===== config.mk =====
export PLATFORM = sky130hd
export DESIGN_NAME = three_axis_sample_fault_monitor
export DESIGN_NICKNAME = d
export VERILOG_FILES = /design/src/rtl/tasfm_pkg.sv /design/src/rtl/tasfm_axis.sv /design/src/rtl/three_axis_sample_fault_monitor.sv
export SDC_FILE = /design/constraint.sdc
export NUM_CORES = 1
export LEC_CHECK = 0
export ABC_AREA = 1
export BUFFER_PORTS_ARGS = -buffer_cell sky130_fd_sc_hd__buf_2
export CAP_MARGIN = 15
export CORE_MARGIN = 4
export CORE_UTILIZATION = 45
export CTS_CLUSTER_DIAMETER = 200
export DETAILED_ROUTE_END_ITERATION = 8
export GPL_TIMING_DRIVEN = 0
export PLACE_DENSITY = 0.66
export SLEW_MARGIN = 20
export SYNTH_ARGS = -nofsm -noshare
export SYNTH_HDL_FRONTEND = slang
export SYNTH_SLANG_ARGS = --single-unit

===== constraint.sdc =====
create_clock -name i_clk -period 5.3 [get_ports i_clk]
set_input_delay 1.06 -clock i_clk [delete_from_list [all_inputs] [get_ports i_clk]]
set_output_delay 1.06 -clock i_clk [all_outputs]
set_load 0.01 [all_outputs]

===== src/rtl/tasfm_pkg.sv =====
// shared types and constants for the three-axis sample fault monitor
package tasfm_pkg;

    // configuration port
    localparam int CFG_DATA_BITS = 23;
    localparam int CFG_IDX_BITS  = 3;

    localparam logic [CFG_IDX_BITS-1:0] REG_MODE_SELECT      = 3'd0;
    localparam logic [CFG_IDX_BITS-1:0] REG_SWITCHOVER       = 3'd1;
    localparam logic [CFG_IDX_BITS-1:0] REG_ABS_LIMIT        = 3'd2;
    localparam logic [CFG_IDX_BITS-1:0] REG_JUMP_LIMIT       = 3'd3;
    localparam logic [CFG_IDX_BITS-1:0] REG_FRAME_FAIL_LIMIT = 3'd4;
    localparam logic [CFG_IDX_BITS-1:0] REG_AXIS_FAIL_LIMIT  = 3'd5;

    // register widths
    localparam int MODE_BITS   = 2;
    localparam int LIMIT_BITS  = 23;
    localparam int FLIMIT_BITS = 8;

    // operating modes
    localparam logic [MODE_BITS-1:0] MODE_OTHER = 2'd0;
    localparam logic [MODE_BITS-1:0] MODE_11    = 2'd1;
    localparam logic [MODE_BITS-1:0] MODE_33    = 2'd2;
    localparam logic [MODE_BITS-1:0] MODE_44    = 2'd3;

    // register reset values
    localparam logic [LIMIT_BITS-1:0]  ABS_LIMIT_RST        = 23'd655360;
    localparam logic [LIMIT_BITS-1:0]  JUMP_LIMIT_RST       = 23'd51275;
    localparam logic [FLIMIT_BITS-1:0] FRAME_FAIL_LIMIT_RST = 8'd20;
    localparam logic [FLIMIT_BITS-1:0] AXIS_FAIL_LIMIT_RST  = 8'd10;

    // status word layout
    localparam int NUM_AXES      = 3;
    localparam int INTER_BITS    = 7;
    localparam int OVERALL_BITS  = 12;
    localparam logic [OVERALL_BITS-1:0] PERM_X   = 12'h100;
    localparam logic [OVERALL_BITS-1:0] PERM_Y   = 12'h400;
    localparam logic [OVERALL_BITS-1:0] PERM_Z   = 12'h800;
    localparam logic [OVERALL_BITS-1:0] SECOND_X = 12'h020;
    localparam logic [OVERALL_BITS-1:0] SECOND_Y = 12'h040;
    localparam logic [OVERALL_BITS-1:0] SECOND_Z = 12'h080;

    // link flags in the input tuser, lowest bit first
    localparam int IN_USER_BITS = 4;

    // per-axis control from the top level
    typedef struct packed {
        logic update;
        logic frame_fail;
        logic mode_any;
        logic mark_en;
    } t_axis_ctrl;

    // per-axis results for this item
    typedef struct packed {
        logic mag;
        logic jump;
        logic subst;
        logic perm;
    } t_axis_status;

endpackage


===== src/rtl/tasfm_axis.sv =====
// one axis: jump and magnitude checks, persistence counter and rollback
module tasfm_axis #(
    parameter int SAMPLE_BITS = 24,
    parameter int COUNT_BITS  = 8
) (
    input  logic                                i_clk,
    input  logic                                i_rst_n,
    input  tasfm_pkg::t_axis_ctrl               i_ctrl,
    input  logic signed [SAMPLE_BITS-1:0]       i_sample,
    input  logic signed [SAMPLE_BITS-1:0]       i_prev,
    input  logic [tasfm_pkg::LIMIT_BITS-1:0]    i_abs_limit,
    input  logic [tasfm_pkg::LIMIT_BITS-1:0]    i_jump_limit,
    input  logic [tasfm_pkg::FLIMIT_BITS-1:0]   i_fail_limit,
    output logic signed [SAMPLE_BITS-1:0]       o_held,
    output tasfm_pkg::t_axis_status             o_status
);
    import tasfm_pkg::*;

    localparam int CW = ((SAMPLE_BITS > LIMIT_BITS) ? SAMPLE_BITS : LIMIT_BITS) + 2;
    localparam int KW = (COUNT_BITS > FLIMIT_BITS) ? COUNT_BITS : FLIMIT_BITS;

    logic                   r_mark;
    logic                   n_mark;
    logic [COUNT_BITS-1:0]  r_cnt;
    logic [COUNT_BITS-1:0]  n_cnt;
    logic [COUNT_BITS-1:0]  cnt_inc;

    logic signed [SAMPLE_BITS-1:0] held0;
    logic signed [CW-1:0]  held_e;
    logic signed [CW-1:0]  prev_e;
    logic signed [CW-1:0]  lim_e;
    logic signed [CW-1:0]  jlim_e;
    logic signed [CW-1:0]  diff;
    logic signed [CW-1:0]  diff_abs;
    logic                  mag_hit;
    logic                  subst;
    logic                  cnt_below;
    logic                  inc_reached;

    // sample after a bad-frame rollback
    assign held0  = i_ctrl.frame_fail ? i_prev : i_sample;
    assign held_e = CW'(held0);
    assign prev_e = CW'(i_prev);
    assign lim_e  = $signed(CW'(i_abs_limit));
    assign jlim_e = $signed(CW'(i_jump_limit));

    // jump check on the magnitude of the step
    assign diff     = held_e - prev_e;
    assign diff_abs = diff[CW-1] ? -diff : diff;

    // magnitude check and persistence mark
    assign mag_hit = ((held_e > lim_e) || (held_e < -lim_e)) && i_ctrl.mode_any;
    assign n_mark  = mag_hit ? (i_ctrl.mark_en | r_mark) : 1'b0;
    assign subst   = n_mark && i_ctrl.mode_any && !i_ctrl.frame_fail;

    // saturating persistence counter
    assign cnt_inc     = (r_cnt == {COUNT_BITS{1'b1}}) ? r_cnt : r_cnt + COUNT_BITS'(1);
    assign inc_reached = KW'(cnt_inc) >= KW'(i_fail_limit);
    assign cnt_below   = KW'(r_cnt) < KW'(i_fail_limit);

    always_comb begin
        if (subst) begin
            n_cnt = cnt_inc;
        end else if (cnt_below) begin
            n_cnt = '0;
        end else begin
            n_cnt = r_cnt;
        end
    end

    assign o_held         = subst ? i_prev : held0;
    assign o_status.mag   = mag_hit;
    assign o_status.jump  = diff_abs > jlim_e;
    assign o_status.subst = subst;
    assign o_status.perm  = subst && inc_reached;

    // axis state advances once per item
    always_ff @(posedge i_clk) begin
        if (!i_rst_n) begin
            r_mark <= 1'b0;
            r_cnt  <= '0;
        end else if (i_ctrl.update) begin
            r_mark <= n_mark;
            r_cnt  <= n_cnt;
        end
    end

endmodule


===== src/rtl/three_axis_sample_fault_monitor.sv =====
// top level of the three-axis sample fault monitor
// an accepted item passes the input register, then the result register, where a stall holds it
// throughput: one item per cycle unless the output stalls; counter and sticky-flag
// feedback closes in the single compare stage between the input and result registers
// reset: synchronous active low; clears counters, marks, sticky flags and
// valid bits, and loads the configuration registers with their defaults
module three_axis_sample_fault_monitor #(
    parameter int SAMPLE_BITS = 24,
    parameter int COUNT_BITS  = 8
) (
    input  logic                                  i_clk,
    input  logic                                  i_rst_n,
    // configuration writes
    input  logic                                  i_cfg_we,
    input  logic [tasfm_pkg::CFG_IDX_BITS-1:0]    i_cfg_idx,
    input  logic [tasfm_pkg::CFG_DATA_BITS-1:0]   i_cfg_data,
    // input items
    input  logic                                  s_axis_tvalid,
    output logic                                  s_axis_tready,
    // sample_x, sample_y, sample_z, prev_x, prev_y, prev_z
    input  logic [((6*SAMPLE_BITS+7)/8)*8-1:0]    s_axis_tdata,
    // timeout, header_ok, checksum_ok, payload_ok
    input  logic [tasfm_pkg::IN_USER_BITS-1:0]    s_axis_tuser,
    // result items
    output logic                                  m_axis_tvalid,
    input  logic                                  m_axis_tready,
    // held_x, held_y, held_z, frame_fail, substitution_flag, inter_status,
    // sticky status word, axis_failed, second_failed
    output logic [((3*SAMPLE_BITS+27+7)/8)*8-1:0] m_axis_tdata
);
    import tasfm_pkg::*;

    localparam int OUT_FIELD_W = 3*SAMPLE_BITS + 2 + INTER_BITS + OVERALL_BITS + 2*NUM_AXES;
    localparam int OUT_DATA_W  = ((OUT_FIELD_W + 7) / 8) * 8;
    localparam int KW = (COUNT_BITS > FLIMIT_BITS) ? COUNT_BITS : FLIMIT_BITS;

    // configuration registers
    logic [MODE_BITS-1:0]   r_mode;
    logic                   r_switchover;
    logic [LIMIT_BITS-1:0]  r_abs_limit;
    logic [LIMIT_BITS-1:0]  r_jump_limit;
    logic [FLIMIT_BITS-1:0] r_frame_limit;
    logic [FLIMIT_BITS-1:0] r_axis_limit;

    // input register
    logic                          r_in_valid;
    logic [IN_USER_BITS-1:0]       r_in_flags;
    logic signed [SAMPLE_BITS-1:0] r_in_sample [NUM_AXES];
    logic signed [SAMPLE_BITS-1:0] r_in_prev   [NUM_AXES];

    // block state
    logic [COUNT_BITS-1:0]   r_frame_cnt;
    logic [COUNT_BITS-1:0]   n_frame_cnt;
    logic [COUNT_BITS-1:0]   frame_inc;
    logic                    r_subst;
    logic                    n_subst;
    logic [OVERALL_BITS-1:0] r_overall;
    logic [OVERALL_BITS-1:0] n_overall;
    logic [NUM_AXES-1:0]     r_axis_failed;
    logic [NUM_AXES-1:0]     n_axis_failed;
    logic [NUM_AXES-1:0]     r_second_failed;
    logic [NUM_AXES-1:0]     n_second_failed;

    // result register
    logic                  r_out_valid;
    logic [OUT_DATA_W-1:0] r_out_data;
    logic [OUT_DATA_W-1:0] n_out_data;

    logic advance;
    logic update;
    logic mode_1144;
    logic mode_any;
    logic link_bad;
    logic frame_fail;
    logic all_fail;

    logic signed [SAMPLE_BITS-1:0] held [NUM_AXES];
    t_axis_ctrl                    axis_ctrl [NUM_AXES];
    t_axis_status                  axis_stat [NUM_AXES];
    logic [INTER_BITS-1:0]         inter;
    logic [OVERALL_BITS-1:0]       perm_bits;
    logic [NUM_AXES-1:0]           perm_vec;

    // handshake: the result register drains, the input register follows
    assign advance       = !r_out_valid || m_axis_tready;
    assign update        = advance && r_in_valid;
    assign s_axis_tready = !r_in_valid || advance;
    assign m_axis_tvalid = r_out_valid;
    assign m_axis_tdata  = r_out_data;

    // configuration writes
    always_ff @(posedge i_clk) begin
        if (!i_rst_n) begin
            r_mode        <= MODE_OTHER;
            r_switchover  <= 1'b0;
            r_abs_limit   <= ABS_LIMIT_RST;
            r_jump_limit  <= JUMP_LIMIT_RST;
            r_frame_limit <= FRAME_FAIL_LIMIT_RST;
            r_axis_limit  <= AXIS_FAIL_LIMIT_RST;
        end else if (i_cfg_we) begin
            unique case (i_cfg_idx)
                REG_MODE_SELECT:      r_mode        <= i_cfg_data[MODE_BITS-1:0];
                REG_SWITCHOVER:       r_switchover  <= i_cfg_data[0];
                REG_ABS_LIMIT:        r_abs_limit   <= i_cfg_data[LIMIT_BITS-1:0];
                REG_JUMP_LIMIT:       r_jump_limit  <= i_cfg_data[LIMIT_BITS-1:0];
                REG_FRAME_FAIL_LIMIT: r_frame_limit <= i_cfg_data[FLIMIT_BITS-1:0];
                REG_AXIS_FAIL_LIMIT:  r_axis_limit  <= i_cfg_data[FLIMIT_BITS-1:0];
                default: ;
            endcase
        end
    end

    // input register valid
    always_ff @(posedge i_clk) begin
        if (!i_rst_n) begin
            r_in_valid <= 1'b0;
        end else if (s_axis_tvalid && s_axis_tready) begin
            r_in_valid <= 1'b1;
        end else if (advance) begin
            r_in_valid <= 1'b0;
        end
    end

    // input register payload
    always_ff @(posedge i_clk) begin
        if (s_axis_tvalid && s_axis_tready) begin
            r_in_flags <= s_axis_tuser;
            for (int i = 0; i < NUM_AXES; i++) begin
                r_in_sample[i] <= s_axis_tdata[i*SAMPLE_BITS +: SAMPLE_BITS];
                r_in_prev[i]   <= s_axis_tdata[(i+NUM_AXES)*SAMPLE_BITS +: SAMPLE_BITS];
            end
        end
    end

    // frame check
    assign mode_1144  = (r_mode == MODE_11) || (r_mode == MODE_44);
    assign mode_any   = r_mode != MODE_OTHER;
    assign link_bad   = r_in_flags[0] || !r_in_flags[1] || !r_in_flags[2] || !r_in_flags[3];
    assign frame_fail = link_bad && mode_1144;

    // saturating bad-frame counter
    assign frame_inc = (r_frame_cnt == {COUNT_BITS{1'b1}}) ?
                       r_frame_cnt : r_frame_cnt + COUNT_BITS'(1);
    assign all_fail  = frame_fail && (KW'(frame_inc) >= KW'(r_frame_limit));

    always_comb begin
        if (frame_fail) begin
            n_frame_cnt = frame_inc;
        end else if (KW'(r_frame_cnt) < KW'(r_frame_limit)) begin
            n_frame_cnt = '0;
        end else begin
            n_frame_cnt = r_frame_cnt;
        end
    end

    // per-axis checks
    for (genvar g = 0; g < NUM_AXES; g++) begin : g_axis
        assign axis_ctrl[g].update     = update;
        assign axis_ctrl[g].frame_fail = frame_fail;
        assign axis_ctrl[g].mode_any   = mode_any;
        assign axis_ctrl[g].mark_en    = (g != 0) || !r_switchover;
        assign perm_vec[g]             = axis_stat[g].perm;

        tasfm_axis #(
            .SAMPLE_BITS (SAMPLE_BITS),
            .COUNT_BITS  (COUNT_BITS)
        ) u_axis (
            .i_clk        (i_clk),
            .i_rst_n      (i_rst_n),
            .i_ctrl       (axis_ctrl[g]),
            .i_sample     (r_in_sample[g]),
            .i_prev       (r_in_prev[g]),
            .i_abs_limit  (r_abs_limit),
            .i_jump_limit (r_jump_limit),
            .i_fail_limit (r_axis_limit),
            .o_held       (held[g]),
            .o_status     (axis_stat[g])
        );
    end

    // status words and sticky flags
    assign inter = {axis_stat[2].jump, axis_stat[1].jump, axis_stat[0].jump, 1'b0,
                    axis_stat[2].mag, axis_stat[1].mag, axis_stat[0].mag};

    assign perm_bits = (perm_vec[0] ? PERM_X : '0) | (perm_vec[1] ? PERM_Y : '0)
                     | (perm_vec[2] ? PERM_Z : '0);

    always_comb begin
        n_subst         = r_subst | frame_fail | axis_stat[0].subst
                        | axis_stat[1].subst | axis_stat[2].subst;
        n_overall       = r_overall | perm_bits;
        n_axis_failed   = r_axis_failed | perm_vec;
        n_second_failed = r_second_failed;
        if (all_fail) begin
            n_overall       = n_overall | PERM_X | PERM_Y | PERM_Z
                            | SECOND_X | SECOND_Y | SECOND_Z;
            n_axis_failed   = {NUM_AXES{1'b1}};
            n_second_failed = {NUM_AXES{1'b1}};
        end
    end

    always_ff @(posedge i_clk) begin
        if (!i_rst_n) begin
            r_frame_cnt     <= '0;
            r_subst         <= 1'b0;
            r_overall       <= '0;
            r_axis_failed   <= '0;
            r_second_failed <= '0;
        end else if (update) begin
            r_frame_cnt     <= n_frame_cnt;
            r_subst         <= n_subst;
            r_overall       <= n_overall;
            r_axis_failed   <= n_axis_failed;
            r_second_failed <= n_second_failed;
        end
    end

    // result packing
    assign n_out_data = OUT_DATA_W'({n_second_failed, n_axis_failed, n_overall, inter,
                                     n_subst, frame_fail, held[2], held[1], held[0]});

    always_ff @(posedge i_clk) begin
        if (!i_rst_n) begin
            r_out_valid <= 1'b0;
        end else if (advance) begin
            r_out_valid <= r_in_valid;
        end
    end

    always_ff @(posedge i_clk) begin
        if (update) begin
            r_out_data <= n_out_data;
        end
    end

endmodule

==> results of run 1 <==
-- power by group through the flow --
stage	Sequential (µW)	Combinational (µW)	Clock, µW
CTS	3150	3050	2830
detailed placement	3200	2930	0
global placement	3220	2880	0
global route	3160	3770	2940
floorplan	3220	2100	0
finish	3150	3380	2790
-- critical path: cells and delay by family, from the launching register on --
kind            cells  cell delay (ns)
simple gates       22             2.43
fa+ha+maj           3             0.86
buf+inv             6             0.58
flops               1             0.38
compound gates      4             0.32
mux                 1             0.25
xor+xnor            1             0.24
-- state kept, by name, summed over array words and instances (netlist names), 2 cells and up --
name	count
r_abs_limit	23
r_mode	2
r_second_failed	3
r_in_flags	4
m_axis_tdata	92
g_axis.u_axis.r_cnt	24
r_in_sample	72
r_jump_limit	23
r_axis_limit	8
r_frame_limit	8
r_overall	6
r_frame_cnt	8
r_axis_failed	3
r_in_prev	72
-- worst max-delay path by stage --
| stage | from | slack (ns) | endpoint |
|---|---|---|---|
| 5_1_grt | r_in_flags[0] | -0.31 | m_axis_tdata[79] |
| 6_report | r_in_flags[0] | 0.02 | m_axis_tdata[79] |
| 3_3_place_gp | r_in_flags[0] | -2.03 | m_axis_tdata[78] |
| 2_1_floorplan | r_in_flags[0] | 0.42 | m_axis_tdata[78] |
| 4_1_cts | r_in_flags[1] | 0.00004 | m_axis_tdata[78] |
| 3_5_place_dp | r_in_flags[0] | -1.52 | m_axis_tdata[78] |
-- kinds of logic (layout without fill, tap and decap cells) --
| family | Yosys count | in the layout | share of synthesized area |
|---|---|---|---|
| xor+xnor | 122 | 122 | 0.0426 |
| mux | 5 | 5 | 0.00194 |
| fa+ha+maj | 356 | 356 | 0.165 |
| flops | 353 | 353 | 0.349 |
| simple gates | 1415 | 1415 | 0.225 |
| buf+inv | 545 | 967 | 0.0794 |
| other cells | 1 | 18 | 0.000138 |
| compound gates | 686 | 686 | 0.137 |
-- per-layer routing --
metal / global-route usage / wire, µm
met1: 0.375 / 40000
met4: 0.0750 / 2670
met5: 0 / 29
met2: 0.453 / 42500
met3: 0.0424 / 6660
-- what timing repair did --
item | in CTS | in global routing
endpoints found under the setup margin | 56 | 63
gates resized for setup | 212 | 207
gates cloned | 1 | 0
setup buffers | 5 | 68
pin swaps | 8 | 55
-- through the flow --
| step | area (µm²) | TNS (ns) | utilization |
|---|---|---|---|
| finish | 33100 | 0 | 0.557 |
| global route | 33100 | -0.613 | 0.557 |
| CTS | 31600 | 0 | 0.533 |
| floorplan | 27100 | 0 | - |
| detailed placement | 29600 | -16.19 | 0.498 |
| global placement | 29500 | -372.68 | 0.497 |
-- cell usage after synthesis (all sizes together), types with 4 or more instances --
| cell | number | area, µm² |
|---|---|---|
| clkbuf | 40 | 150 |
| o21bai | 14 | 105 |
| o31ai | 5 | 42.5 |
| or2 | 4 | 25.0 |
| xor2 | 102 | 950 |
| nand3 | 153 | 811 |
| dfxtp | 113 | 2260 |
| o211ai | 22 | 165 |
| nand2 | 860 | 3310 |
| nor4 | 11 | 75.1 |
| o21a | 16 | 120 |
| inv | 471 | 1770 |
| a211oi | 6 | 45.0 |
| a21oi | 307 | 1570 |
| xnor2 | 20 | 205 |
| nand4 | 73 | 482 |
| a21boi | 9 | 67.6 |
| nor3 | 41 | 245 |
| a31oi | 5 | 31.3 |
| o21ai | 287 | 1450 |
| a21o | 9 | 67.6 |
| edfxtp | 240 | 7210 |
| nor2 | 259 | 1030 |
| ha | 353 | 4420 |
| nand3b | 10 | 75.1 |
| buf | 33 | 230 |
| and2 | 4 | 27.5 |
-- layout make-up --
cell class | instances | area [µm²]
fill | 5553 | 26300
multi-input combinational | 2596 | 16900
sequential | 353 | 9470
timing repair buffer | 349 | 2050
inverter | 472 | 1790
clock buffer | 47 | 1060
tap | 773 | 967
buffer | 73 | 534
clock inverter | 26 | 245
antenna | 6 | 15.0
==> results list, run 1 <==
- Share of power burned in registers: 0.338
- Number of cells on the worst hold path: 2
- Synth unique cells: 60
- Half-perimeter wire length after placement: between 70 and 80 mm
- Setup repair after global routing missed its margin: true
- Leading cell type in the layout, fill and taps excluded: sky130_fd_sc_hd__nand2_1
- Buffers inserted to repair hold after CTS numbered 0.
- Largest buffer count on any clock path: 3
- The worst path meets setup with between 0.02 and 0.025 ns of slack.
- The worst setup path is captured at a register.
- Relative to the synthesized area, the layout overhead comes to 22.0%.
- The initial utilization of the core area, before any placement, comes to 0.457.
- In this run the power density over the cells is approximately 280 nW/µm².
- In this run the tightest slew margin relative to its limit is 0.444.
- The initialized floorplan defines 89 standard-cell rows.
- Post-layout net count: approximately 4400
- Number of buffers inserted during clock tree synthesis: slightly above 40
- Of all flip-flops after synthesis, the portion carrying an async set or reset was 0.
- Worst voltage drop across the vdd grid: ~230 µV
* End of the worst hold path: r_second_failed[1]
- The routed design has 91.8 mm of wire.
- Clock H-tree levels: 2
- Crit-path max FO: 5
* Final period util: 0.995
- In this run the horizontal extent of the chip is 253 µm.
- Startpoint of the worst hold path: r_second_failed[1]
- WL/cell: between 15 and 20 µm
- Peak Freq: 190 MHz
* Least-Margin Pin Slew: about 0.83 ns
- Detailed routing inserted a total of between 20000 and 30000 vias.
- After detailed routing, the number of vias per cell comes to ~5.4.
- Critical path class: reg -> reg
- Initial antenna violation count: 8
- Total Die Area: 64200 µm²
* Most used DFF post-synth: sky130_fd_sc_hd__edfxtp_1
- Wire length of the first global-routing pass: 136 mm
- Number of I/O port buffers: roughly 270
- The flow ran to the end, and the final reports show no timing, DRC or antenna violations.
- Largest net degree at the start of global routing: 87
- Startpoint class of the critical path: register
* Final estimated routing congestion in global placement: 1.03
- Worst clock skew on the final layout: approximately 0.037 ns
- Global router's overall resource usage: 0.274
- Number of DRC violations after detailed routing: 0
- The average instance in the mapped netlist occupies just under 8 µm².
* Launch point of the worst reg-to-reg path: r_in_flags[0]
- Power Total: approximately 9300 µW
* Library cell used as clock root buffer: sky130_fd_sc_hd__clkbuf_16
- The total overflow left after global routing is 0.
* Reg2reg end: m_axis_tdata[79]
* CTS clock-pin slew for the worst setup and hold paths: approximately 0.060 ns
- Critical Path AT: around 5.7 ns
- The number of pins exceeding their max-slew limit in the final report was 0.
- Cell internal power was estimated by the tool at ~5900 µW.
- Sw frac: 0.366
- The synthesized design contains 240 enable-type register cells.
* Pre-CTS setup slack: -1.52 ns
- Including well taps, the total number of placed cells is 4542.
* Final setup fails: 0
- Clock power frac: 0.300
- Clock latency reported for the late side of the worst-skew pair: 0.60 ns
- The clock period could shrink to approximately 5.3 ns.
* Number of non-filler instances in the completed layout: 4695
- In this run the vertical extent of the chip is between 200 and 300 µm.
- Summing every instance area after synthesis gives 27100 µm².
* Crit path top cell by count: sky130_fd_sc_hd__nand2_1
* Switching component of the power: between 3000 and 4000 µW
- Max-cap violations in this run came to 0.
- In the final layout, the share of cells above drive strength 1 is 0.195.
* CORE AREA: 59400 µm²
* Part of the total power dissipated in combinational logic: 0.363
- Critical Path RT: roughly 5.7 ns
- Across all hold checks on the routed design, the worst slack comes to around 0.46 ns.
* Class of the worst hold path: reg -> reg
- During I/O placement, the number of pins put on the boundary was roughly 290.
- Leaving out fill and tap cells, the most frequent cells in the layout are sky130_fd_sc_hd__nand2_1 (817), sky130_fd_sc_hd__inv_1 (448), sky130_fd_sc_hd__ha_1 (316).
- Sequential-to-total area share from yosys stat: 0.349
- Cell with the biggest individual delay on the critical path: sky130_fd_sc_hd__fa_2
- The detailed router finished its first iteration with slightly below 2000 violations.
- Path depth of the worst reg2reg path: 37
* Final Hold Violating Endpoints: 0
* Number of clock sinks: around 350
- Clock tree from TritonCTS: built
* First drt pass iteration count: 6
- Number of routed nets with antenna violations: 0
- In the synthesized netlist, the number of instances is about 3500.
- Yosys Warn Count: 0
* Slowest Stage Delay on Critical Path: around 0.4 ns
- Vias in the first global route: 23400
* Reported leakage power: about 0.015 µW
* R2R Setup Slk: between 0.02 and 0.025 ns
- Counting flops and latches in the post-synthesis netlist gives approximately 350.
Power figures use the tool's default switching activity.
==> run 2, diff against run 1 <==
--- a/config.mk
+++ b/config.mk
@@ -13,7 +13,6 @@
 export CTS_CLUSTER_DIAMETER = 200
 export DETAILED_ROUTE_END_ITERATION = 8
 export GPL_TIMING_DRIVEN = 0
-export PLACE_DENSITY = 0.66
 export SLEW_MARGIN = 20
 export SYNTH_ARGS = -nofsm -noshare
 export SYNTH_HDL_FRONTEND = slang
==> constraint.sdc (replaced) <==
create_clock -name i_clk -period 6.2 [get_ports i_clk]
set_input_delay 1.24 -clock i_clk [delete_from_list [all_inputs] [get_ports i_clk]]
set_output_delay 1.24 -clock i_clk [all_outputs]
set_load 0.01 [all_outputs]
==> results list, run 2 (synthesis gave the netlist of run 1 again) <==
- DR iter-0 viols: approximately 2200
- The total area inside the core boundary comes to between 50000 and 60000 µm².
- Detailed placement finished with a half-perimeter wire length of 73.3 mm.
- Wire length of the first global-routing pass: roughly 130 mm
* Post-layout net count: about 4300
- Multi-input combinational cell area: 15600 µm²
* Power Total: around 8000 µW
- WL/cell: 19.3 µm
- Total negative slack for setup checks: 0 ns
* Setup repair after global routing missed its margin: true
- Largest buffer count on any clock path: 3
* Total Die Area: around 64000 µm²
- In this run the remaining antenna-violating nets after routing total 0.
- The register with the most flip-flops in the layout has between 90 and 100 of them.
- In the routed layout, each cell is associated on average with a via count of roughly 5.3.
* Leading cell type in the layout, fill and taps excluded: sky130_fd_sc_hd__nand2_1
- In this run the register-to-register setup slack is roughly 0.41 ns.
* Reg2reg end: m_axis_tdata[80]
- Initial antenna violation count: 3
* Vias in the first global route: 22900
* First drt pass iteration count: 5
- Final period util: 0.934
* Detailed-route via count: between 20000 and 25000
- Max-capacitance violation count: 0
* Least-Margin Pin Slew: between 1 and 1.5 ns
- In this run the power density over the cells is between 200 and 300 nW/µm².
* Library cell used as clock root buffer: sky130_fd_sc_hd__clkbuf_16
- Across every metal layer, demand over resource in global routing totals 0.271.
- Number of placed I/O pins: roughly 290
* Leading cell types in the layout, fill and taps excluded: sky130_fd_sc_hd__nand2_1 (838), sky130_fd_sc_hd__inv_1 (457), sky130_fd_sc_hd__ha_1 (353)
- Startpoint class of the critical path: register
- Summing all flip-flop and latch instances after layout gives 9470 µm².
- STA puts the critical path data required time at 6.54 ns.
- Launch point of the worst reg-to-reg path: r_in_flags[0]
- DIE HEIGHT: ~250 µm
- Reported leakage power: about 0.015 µW
- Path depth of the worst reg2reg path: 31
- Headroom to the max-slew limit came out at 0.238.
* Critical Path AT: approximately 6 ns
* Clock latency reported for the late side of the worst-skew pair: roughly 0.6 ns
- Peak Freq: 173 MHz
- Core Util, Final: 0.525
- Of all nets on the critical path, the largest fanout is 18.
- The worst path meets setup with between 0.4 and 0.5 ns of slack.
- Number of clock sinks: about 350
- Pre-CTS setup slack: -0.670 ns
- Largest net degree at the start of global routing: 76
- The total overflow left after global routing is 0.
* Total length of routed wires: around 89 mm
- Area added between synthesis and finish: 15.0%
* Final estimated routing congestion in global placement: ~1
- Type of element capturing the critical path: register
* Final Hold Violating Endpoints: 0
- For this configuration, the core starts out at a cell density of 0.457.
- Number of buffers inserted during clock tree synthesis: 41
- Fill cells: between 5000 and 6000
- Run status: finished clean
- Worst voltage drop across the vdd grid: around 180 µV
- Number of pins exceeding their max-slew limit in the final report: 0
* Clock tree from TritonCTS: built
- Hold buffers post-CTS: 0
- Slowest Stage Delay on Critical Path: 0.41 ns
- Clock H-tree levels: 2
* CTS clock-pin slew for the worst setup and hold paths: 0.07 ns
* Number of DRC violations after detailed routing: 0
- Layout cells sized above 1: 0.132
- Critical path class: reg -> reg
- The critical path starts at r_in_flags[0].
- From left edge to right edge, the die measures 253 µm.
- Number of I/O port buffers: roughly 270
- Row cnt: between 80 and 90
- Worst hold slack across all endpoints: approximately 0.46 ns
- Class of the worst hold path: reg -> reg
- Final setup fails: 0
* Time the final worst path needs with I/O delays and setup: between 5 and 6 ns
- On the final layout, the worst clock skew is 0.0383 ns.
* Cell with the biggest individual delay on the critical path: sky130_fd_sc_hd__ha_1
- Following the worst setup path forward leads to its endpoint at m_axis_tdata[80].
## run 2: changes by cell type in the layout (fill, tap and decap cells not counted), sizes merged
cell | previous run | this run
buf | 385 | 308
bufbuf | 1 | 0
bufinv | 2 | 9
clkbuf | 83 | 86
clkinv | 19 | 13
diode | 6 | 2
## run 2: layer usage
metal,vias to the layer above,part of all wire,global-route usage
met3,137,0.069,0.0415
li1,12400,-,-
met1,11300,0.44,0.369
met5,-,0,0
met2,789,0.45,0.442
met4,0,0.038,0.0931
## run 2: how the worst min path moves through the flow
stage,from,to,slack [ns],cells past startpoint
final,r_second_failed[2],r_second_failed[2],0.46,2
after global placement,r_overall[6],r_overall[6],0.44,2
after floorplan,r_overall[5],r_overall[5],0.44,2
after global routing,r_second_failed[2],r_second_failed[2],0.49,2
after detailed placement,r_second_failed[0],r_second_failed[0],0.45,2
after CTS,r_second_failed[0],r_second_failed[0],0.46,2
## run 2: worst max-delay path, delay by kind of cell, from the launching register on
kind                     cells  cell delay (ns)
buffers and inverters        6             0.94
AO/OA/AOI/OAI               10             1.84
flip-flops                   1             0.37
XOR/XNOR                     1             0.17
adder cells (fa/ha/maj)      2             0.70
AND/OR/NAND/NOR             12             1.48
## run 2: metrics by stage
stage                     area (µm²)  instances
after detailed placement       29600       4542
final                          31200       4617
after global placement         29500       4539
after CTS                      31100       4615
after floorplan                27100       3494
after global routing           31200       4616
## run 2: power breakdown
part | switching, µW | internal [µW] | total (µW)
registers | 40.3 | 2650 | 2690
logic | 1670 | 901 | 2570
clock network | 1080 | 1620 | 2700
total | 2790 | 5170 | 7960
## run 2: layout make-up
| class | instances | area share |
|---|---|---|
| diodes | 2 | 0.000160 |
| plain buffers | 72 | 0.0132 |
| clock buffers | 47 | 0.0339 |
| clock inverters | 27 | 0.0136 |
| inverters | 472 | 0.0571 |
| multi-input cells | 2596 | 0.501 |
| flip-flops and latches | 353 | 0.304 |
| well taps | 773 | 0.0310 |
| repair buffers | 275 | 0.0461 |
## run 2: repair_timing
action                     4_1_cts  5_1_grt
setup buffers                    0        0
setup endpoints to repair        3        3
gates resized for setup         25       51
